$ cat src/pdh_pkg.sv
// Shared types and constants of the pair distance histogram.
`timescale 1ns / 1ps
package pdh_pkg;

    localparam int COORD_W = 16;   // coordinate width, fixed point
    localparam int COUNT_W = 32;   // histogram counter width
    localparam int RAD_W   = 34;   // squared distance, padded to an even width
    localparam int ROOT_W  = 17;   // integer square root of RAD_W bits
    localparam int REM_W   = 20;   // square root partial remainder
    localparam int CFG_IDX_W = 3;
    localparam int CFG_DAT_W = 16;
    localparam int BIN_OUT_W = 6;

    typedef enum logic [1:0] {
        OP_LOAD  = 2'd0,
        OP_READ  = 2'd1,
        OP_CLEAR = 2'd2,
        OP_NONE  = 2'd3
    } t_op;

    typedef enum logic [CFG_IDX_W-1:0] {
        CFG_BOX_W   = 3'd0,
        CFG_BOX_H   = 3'd1,
        CFG_RAD_MIN = 3'd2,
        CFG_RAD_MAX = 3'd3,
        CFG_RAD_STP = 3'd4
    } t_cfg_idx;

    typedef enum logic [4:0] {
        S_IDLE    = 5'b00001,
        S_RUN     = 5'b00010,
        S_DRAIN   = 5'b00100,
        S_RO_RD   = 5'b01000,
        S_RO_WAIT = 5'b10000
    } t_state;

    // Square root pipeline status toward the top level.
    typedef struct packed {
        logic              valid;
        logic              busy;
        logic [ROOT_W-1:0] root;
    } t_sq_out;

endpackage

$ cat src/pdh_isqrt.sv
// Pipelined integer square root, one result bit per stage.
`timescale 1ns / 1ps
module pdh_isqrt (
    input  logic                     i_clk,
    input  logic                     i_rst_n,
    input  logic                     i_valid,
    input  logic [pdh_pkg::RAD_W-2:0] i_radicand,
    output pdh_pkg::t_sq_out         o_status
);
    import pdh_pkg::*;

    logic [ROOT_W-1:0] r_v;
    logic [REM_W-1:0]  r_rem  [ROOT_W];
    logic [ROOT_W-1:0] r_root [ROOT_W];
    logic [RAD_W-1:0]  r_rad  [ROOT_W];

    genvar k;
    generate
        for (k = 0; k < ROOT_W; k++) begin : g_stage
            logic              w_v;
            logic [REM_W-1:0]  w_rem;
            logic [ROOT_W-1:0] w_root;
            logic [RAD_W-1:0]  w_rad;
            logic [REM_W-1:0]  w_sh;
            logic [REM_W-1:0]  w_trial;

            if (k == 0) begin : g_first
                assign w_v    = i_valid;
                assign w_rem  = '0;
                assign w_root = '0;
                assign w_rad  = {1'b0, i_radicand};
            end else begin : g_next
                assign w_v    = r_v[k-1];
                assign w_rem  = r_rem[k-1];
                assign w_root = r_root[k-1];
                assign w_rad  = r_rad[k-1];
            end

            // Bring down the next two radicand bits and try root*4+1.
            assign w_sh    = {w_rem[REM_W-3:0], w_rad[RAD_W-1 -: 2]};
            assign w_trial = {1'b0, w_root, 2'b01};

            always_ff @(posedge i_clk) begin
                if (!i_rst_n) begin
                    r_v[k] <= 1'b0;
                end else begin
                    r_v[k] <= w_v;
                end
                r_rad[k] <= {w_rad[RAD_W-3:0], 2'b00};
                if (w_sh >= w_trial) begin
                    r_rem[k]  <= w_sh - w_trial;
                    r_root[k] <= {w_root[ROOT_W-2:0], 1'b1};
                end else begin
                    r_rem[k]  <= w_sh;
                    r_root[k] <= {w_root[ROOT_W-2:0], 1'b0};
                end
            end
        end
    endgenerate

    assign o_status.valid = r_v[ROOT_W-1];
    assign o_status.busy  = |r_v;
    assign o_status.root  = r_root[ROOT_W-1];

endmodule

$ cat config.mk
export PLATFORM = sky130hd
export DESIGN_NAME = pdh_isqrt
export DESIGN_NICKNAME = d
export VERILOG_FILES = /design/src/pdh_pkg.sv /design/src/pdh_isqrt.sv
export SDC_FILE = /design/constraint.sdc
export NUM_CORES = 1
export LEC_CHECK = 0
export CAP_MARGIN = 20
export CORE_ASPECT_RATIO = 1.75
export CORE_UTILIZATION = 35
export CTS_CLUSTER_SIZE = 8
export DETAILED_ROUTE_END_ITERATION = 12
export DONT_BUFFER_PORTS = 1
export SLEW_MARGIN = 20
export SYNTH_ARGS = -nofsm -noshare
export SYNTH_HDL_FRONTEND = slang
export SYNTH_SLANG_ARGS = --single-unit
$ cat constraint.sdc
create_clock -name i_clk -period 3.3 [get_ports i_clk]
set_input_delay 0.66 -clock i_clk [delete_from_list [all_inputs] [get_ports i_clk]]
set_output_delay 0.66 -clock i_clk [all_outputs]
set_load 0.02 [all_outputs]
==> flow_summary.json, run 1 <==
{
  "grt_first_pass_wirelength_um": 77200,
  "worstPathBufferInverterCount": 1,
  "worstPathRequired_ns": 3.86,
  "synth_seq_cells": 706,
  "ys_types": 76,
  "crit_fanout": 4,
  "cp_num_cells": 10,
  "routed_wl_um": 47300,
  "top_layer_used": "met4",
  "maxCapViolCount": 0,
  "yosys_warnings": 0,
  "wl_met2_um": 28100,
  "reg2reg_depth": 10,
  "cp_cell_sequence": "inv_1 -> ha_1 -> o21ai_0 -> a22oi_1 -> o2111ai_1 -> a211oi_1 -> o21ai_1 -> nand2b_1 -> mux2_2 -> a221o_1",
  "slew_headroom": 0.544,
  "synthFlopType": "dfxtp_1",
  "post-synth-top-area-cell": "dfxtp_1",
  "start_util": 0.354,
  "setup_viol": 0,
  "clk_pin_slew_worst_paths_ns": 0.05,
  "whs_path_depth": 0,
  "vias_per_cell": 4.76,
  "rows": 129,
  "period_share": 0.908,
  "synthesis.nets": 2599,
  "drt_iter0_markers": 514,
  "postRouteAntennaNets": 0,
  "synth-seq-area-share": 0.563,
  "firstDrtPassIters": 5,
  "cp_top_family": "compound AO/OA/AOI/OAI gates",
  "outcome": "finished, final reports clean",
  "finalHoldViolCount": 0,
  "place_congestion": 0.914,
  "cts_made_buffers": 98,
  "wl_met3_um": 1580,
  "post_cts_resized": 0,
  "crit_type": "reg -> reg",
  "regArea_um2": 14100,
  "power.density_nw_per_um2": 811,
  "wl_per_cell_um": 13.8,
  "grt_overflow": 0,
  "tritoncts": "done",
  "slowest_stage": "a211oi_1",
  "final.fill_count": 6623,
  "cpPeakStageDelay_ns": 0.52,
  "core-area_um2": 70900,
  "setup-tns-final_ns": 0,
  "routed-via-count": 16300,
  "clockBufferDepth": 3,
  "final_layout_size_suffix_gt1_frac": 0.0719,
  "cts_setup_buffers": 0,
  "grt_use_total": 0.132,
  "ios": 55,
  "p_leak_nw": 13.5,
  "antenna_found_initial": 0,
  "critPathLaunchType": "register",
  "clock-sinks": 706,
  "fmax_mhz": 334,
  "final_cell_mix": "dfxtp_1, inv_1, ha_1, nand2_1, nor2_1",
  "drc": 0,
  "final_cells": 3421,
  "grt_pass1_vias": 17200,
  "synth_top_cell_area_share": 0.563,
  "syn_area_um2": 25100,
  "die_area_um2": 72800,
  "worst_setup_path_end_kind": "register",
  "hpwl_um": 35600,
  "insertion_delay_ns": 0.67,
  "synth_cells": 2393,
  "rsz0062_at_grt": "false",
  "die_height_um": 356,
  "synth_enable_flop_cells": 0,
  "worstPathArrival_ns": 3.56,
  "maxSlewViolCount": 0,
  "multi_input_area_um2": 10000,
  "finalClockSkew_ns": 0.0503,
  "dp.cells": 3292,
  "htree_levels": 3,
  "portBuffers": 0,
  "async_flop_share": 0,
  "area_delta_synth_final_pct": 15.8,
  "tightest_slew_ns": 0.677,
  "insertedDiodeCount": 0,
  "wl_met1_um": 14600,
  "final_common_cell": "dfxtp_1",
  "grt_start_max_net_pins": 31,
  "syn_area_per_cell_um2": 10.5,
  "vdd_drop_max_mv": 0.582,
  "clockRootBuffer": "clkbuf_16",
  "worst_hold_slack_ns": 0.0503,
  "die-width_um": 204,
  "period_minus_slack_ns": 3.00,
  "hold_path_class": "in -> reg",
  "hold_buffers": 22,
  "synth_area_leaders": "dfxtp_1, ha_1, xnor2_1",
  "nets": 2703
}
state kept, by name, summed over array words and instances (netlist names):
register and count:
r_rem 264, g_stage.w_v 16, r_root 153, o_status 1, r_rad 272
kinds of logic (layout without fill, tap and decap cells):
logic type | count (synthesis) | count (layout) | share of synthesized area
buf+inv | 241 | 352 | 0.0380
flops | 706 | 706 | 0.563
mux | 33 | 33 | 0.0146
other cells | 1 | 1 | 0.000149
simple gates | 609 | 609 | 0.123
compound gates | 446 | 446 | 0.111
fa+ha+maj | 170 | 170 | 0.0847
xor+xnor | 187 | 187 | 0.0653
worst paths after layout:
check                           slack (ns)       endpoint          start
worst max-delay path                  0.30  r_rem[15][17]  r_root[14][0]
worst min-delay path                  0.05    r_rad[0][6]  i_radicand[6]
worst max register to register        0.30  r_rem[15][17]  r_root[14][0]
worst min register to register        0.29  r_rad[0][111]   r_rad[0][77]
per-stage QoR:
step	utilization	instance area [um2]	total power [mW]	worst slack (ns)
2_1_floorplan	-	25100	14.0	0.840
3_3_place_gp	0.370	26200	14.8	0.295
3_5_place_dp	0.370	26200	15.0	0.329
4_1_cts	0.410	29100	23.9	0.334
5_1_grt	0.410	29100	24.9	0.150
6_report	0.410	29100	23.6	0.303
synthesized netlist by cell type, drive strengths merged (6+ instances only):
library cell	n
dfxtp	706
inv	203
ha	170
nand2	169
o21ai	140
nor2	132
a21oi	127
xnor2	97
xor2	90
nor3	57
a21o	46
o21a	39
nand2b	37
nor4	30
mux2	29
nand4	28
nand3	27
and2	24
buf	22
nor2b	22
or3	22
clkbuf	15
or4	14
o31ai	13
a211oi	12
a31oi	11
and3	11
a21boi	7
nor3b	7
and4	6
or2	6
where the power goes:
group	switching (mW)	internal, mW	leakage, nW
clock network	3.48	5.24	1.29
logic	2.10	1.87	6.26
registers	0.902	9.98	5.91
area by class of cell:
cell class	instances	share of cell area
clock buffers	98	0.0844
clock inverters	9	0.00620
inverters	204	0.0264
multi-input cells	1446	0.345
flip-flops and latches	706	0.486
well taps	917	0.0395
repair buffers	41	0.0125
per-layer routing:
metal | vias up | global-route usage
met2 | 292 | 0.281
met1 | 7540 | 0.0951
li1 | 8281 | -
met4 | 0 | 0.0958
met3 | 165 | 0.0287
met5 | - | 0
No activity file was read; power rests on OpenSTA's default activity.
==> inputs of run 2 (changes only) <==
clock period = 3.25 ns   (was 3.3 ns; I/O delays follow)
==> run 2 against run 1 <==
Net effect:
- first-iteration DRC count is 4.1% higher
- clock skew increased by 0.014 ns
- fmax rose by 0.50%
- combinational power rose by 2%
- worst hold slack improved by 0.0012 ns
- design area up 0.41%
- sequential share of layout area shrank 0.20 points
- highest routed layer unchanged
- register-to-register slack got worse by 0.04 ns
- count of clock-buffer cells in the layout up 2
- utilization rose by 0.17 points
- cell count grew 0.18%
==> flow_summary.json, run 2 (synthesis gave the netlist of run 1 again) <==
{
  "p_leak_nw": 13.5,
  "clockBufferDepth": 3,
  "start_util": 0.354,
  "final_common_cell": "dfxtp_1",
  "critPathLaunchType": "register",
  "power.density_nw_per_um2": 825,
  "worst_slack_ns": 0.268,
  "clk_pin_slew_worst_paths_ns": 0.05,
  "crit_fanout": 4,
  "place_worst_setup_slack_ns": 0.261,
  "core-area_um2": 70900,
  "maxSlewViolCount": 0,
  "setup_viol": 0,
  "area_delta_synth_final_pct": 16.2,
  "die-width_um": 204,
  "grt_pass1_vias": 17500,
  "worstPathRequired_ns": 3.81,
  "seqPwrFrac": 0.460,
  "setup-tns-final_ns": 0,
  "insertedDiodeCount": 0,
  "nets": 2708,
  "tightest_slew_ns": 0.691,
  "worstPathArrival_ns": 3.54,
  "drt_iter0_markers": 535,
  "outcome": "finished, final reports clean",
  "r2r_start": "r_root[14][0]",
  "cpPeakStageDelay_ns": 0.52,
  "largest_reg_flops": 272,
  "p_clk_frac": 0.372,
  "swShare": 0.275,
  "finalHoldViolCount": 0,
  "drc": 0,
  "rrSetupSlack_ns": 0.27,
  "place_congestion": 0.914,
  "tritoncts": "done",
  "vias_per_cell": 4.81,
  "regMostFlops": "r_rad",
  "wl_per_cell_um": 13.8,
  "slew_headroom": 0.535,
  "crit_type": "reg -> reg",
  "cp_cell_sequence": "inv_1 -> ha_1 -> o21ai_0 -> a22oi_1 -> o2111ai_1 -> a211oi_1 -> o21ai_1 -> nand2b_1 -> mux2_2 -> a221o_1",
  "hpwl_um": 35400,
  "postRouteAntennaNets": 0,
  "critical_path.endpoint": "r_rem[15][17]",
  "final_cells": 3427,
  "rows": 129,
  "die_height_um": 356,
  "routed_wl_um": 47400,
  "cts_made_buffers": 98,
  "ios": 55,
  "internal-power_mw": 17.5,
  "grt_overflow": 0,
  "worst_hold_slack_ns": 0.0515,
  "fmax_mhz": 335,
  "top_regs": "r_rad: 272 flops, r_rem: 264 flops, r_root: 153 flops",
  "hold_path_class": "in -> reg",
  "htree_levels": 3,
  "firstDrtPassIters": 5,
  "die_area_um2": 72800,
  "grt_start_max_net_pins": 31,
  "antenna_found_initial": 0,
  "p_comb_frac": 0.168,
  "worst_setup_path_end_kind": "register",
  "switching_power_mw": 6.61,
  "insertion_delay_ns": 0.68,
  "dpl-instance-area_um2": 26200,
  "slowest_stage": "a211oi_1",
  "rsz0062_at_grt": "false",
  "period_share": 0.917,
  "finalPower_mw": 24.1,
  "maxCapViolCount": 0,
  "fin_area_um2": 29200,
  "grt_use_total": 0.134,
  "r2r_end": "r_rem[15][17]",
  "cp_top_family": "compound AO/OA/AOI/OAI gates",
  "routed-via-count": 16500,
  "final_layout_size_suffix_gt1_frac": 0.0713,
  "vdd_drop_max_mv": 0.456,
  "period_minus_slack_ns": 2.98,
  "portBuffers": 0,
  "worstPathBufferInverterCount": 1,
  "clockRootBuffer": "clkbuf_16",
  "cp-startpoint": "r_root[14][0]",
  "clock-sinks": 706,
  "post_cts_resized": 0,
  "cp_num_cells": 10,
  "grt_first_pass_wirelength_um": 78600,
  "dp.cells": 3292,
  "finalClockSkew_ns": 0.0647,
  "fin_util": 0.412,
  "reg2reg_depth": 10,
  "final_cell_mix": "dfxtp_1, inv_1, ha_1, nand2_1, nor2_1"
}
## run 2: power by group through the flow
stage | Combinational [mW] | Clock (mW) | Sequential, mW
5_1_grt | 4.55 | 9.66 | 11.2
3_5_place_dp | 4.00 | 0 | 11.2
6_report | 4.03 | 8.96 | 11.1
3_3_place_gp | 3.86 | 0 | 11.2
2_1_floorplan | 3.25 | 0 | 10.9
4_1_cts | 4.05 | 9.28 | 11.1
## run 2: how the worst min path moves through the flow
| stage | start | endpoint | slack (ns) | cells past startpoint |
|---|---|---|---|---|
| global route | i_radicand[0] | r_rad[0][0] | 0.01 | 0 |
| global placement | r_rad[0][306] | r_rad[0][340] | 0.31 | 0 |
| CTS | i_radicand[0] | r_rad[0][0] | 0.004 | 0 |
| finish | i_radicand[9] | r_rad[0][9] | 0.05 | 0 |
| detailed placement | r_rad[0][90] | r_rad[0][124] | 0.31 | 0 |
| floorplan | r_rad[0][68] | r_rad[0][102] | 0.31 | 0 |
## run 2: routing by layer
layer	up-vias	global-route usage	routed length, um
met2	325	0.285	28200
met1	7686	0.0975	14400
li1	8299	-	-
met5	-	0	0
met3	161	0.0263	1630
met4	0	0.101	3220
## run 2: worst reg2reg max path: cells and delay by family, from the launching register on
family | cells | cell delay, ns
muxes | 1 | 0.34
buffers and inverters | 1 | 0.05
adders and majority gates | 1 | 0.32
and+or+nand+nor | 1 | 0.13
DFF | 1 | 0.32
AOI/OAI and AO/OA | 6 | 1.73
## run 2: what timing repair did
item                                    4_1_cts  5_1_grt
hold buffers                                 27        0
buffers inserted                              0        0
endpoints found under the setup margin        0        0
endpoints found under the hold margin        27        0
## run 2: cell type report
cell class	instances	area [um2]
Multi-Input combinational cell	1446	10000
Inverter	204	766
Clock inverter	8	230
Fill cell	6673	41700
Sequential cell	706	14100
Tap cell	917	1150
Timing Repair Buffer	46	425
Clock buffer	100	2460
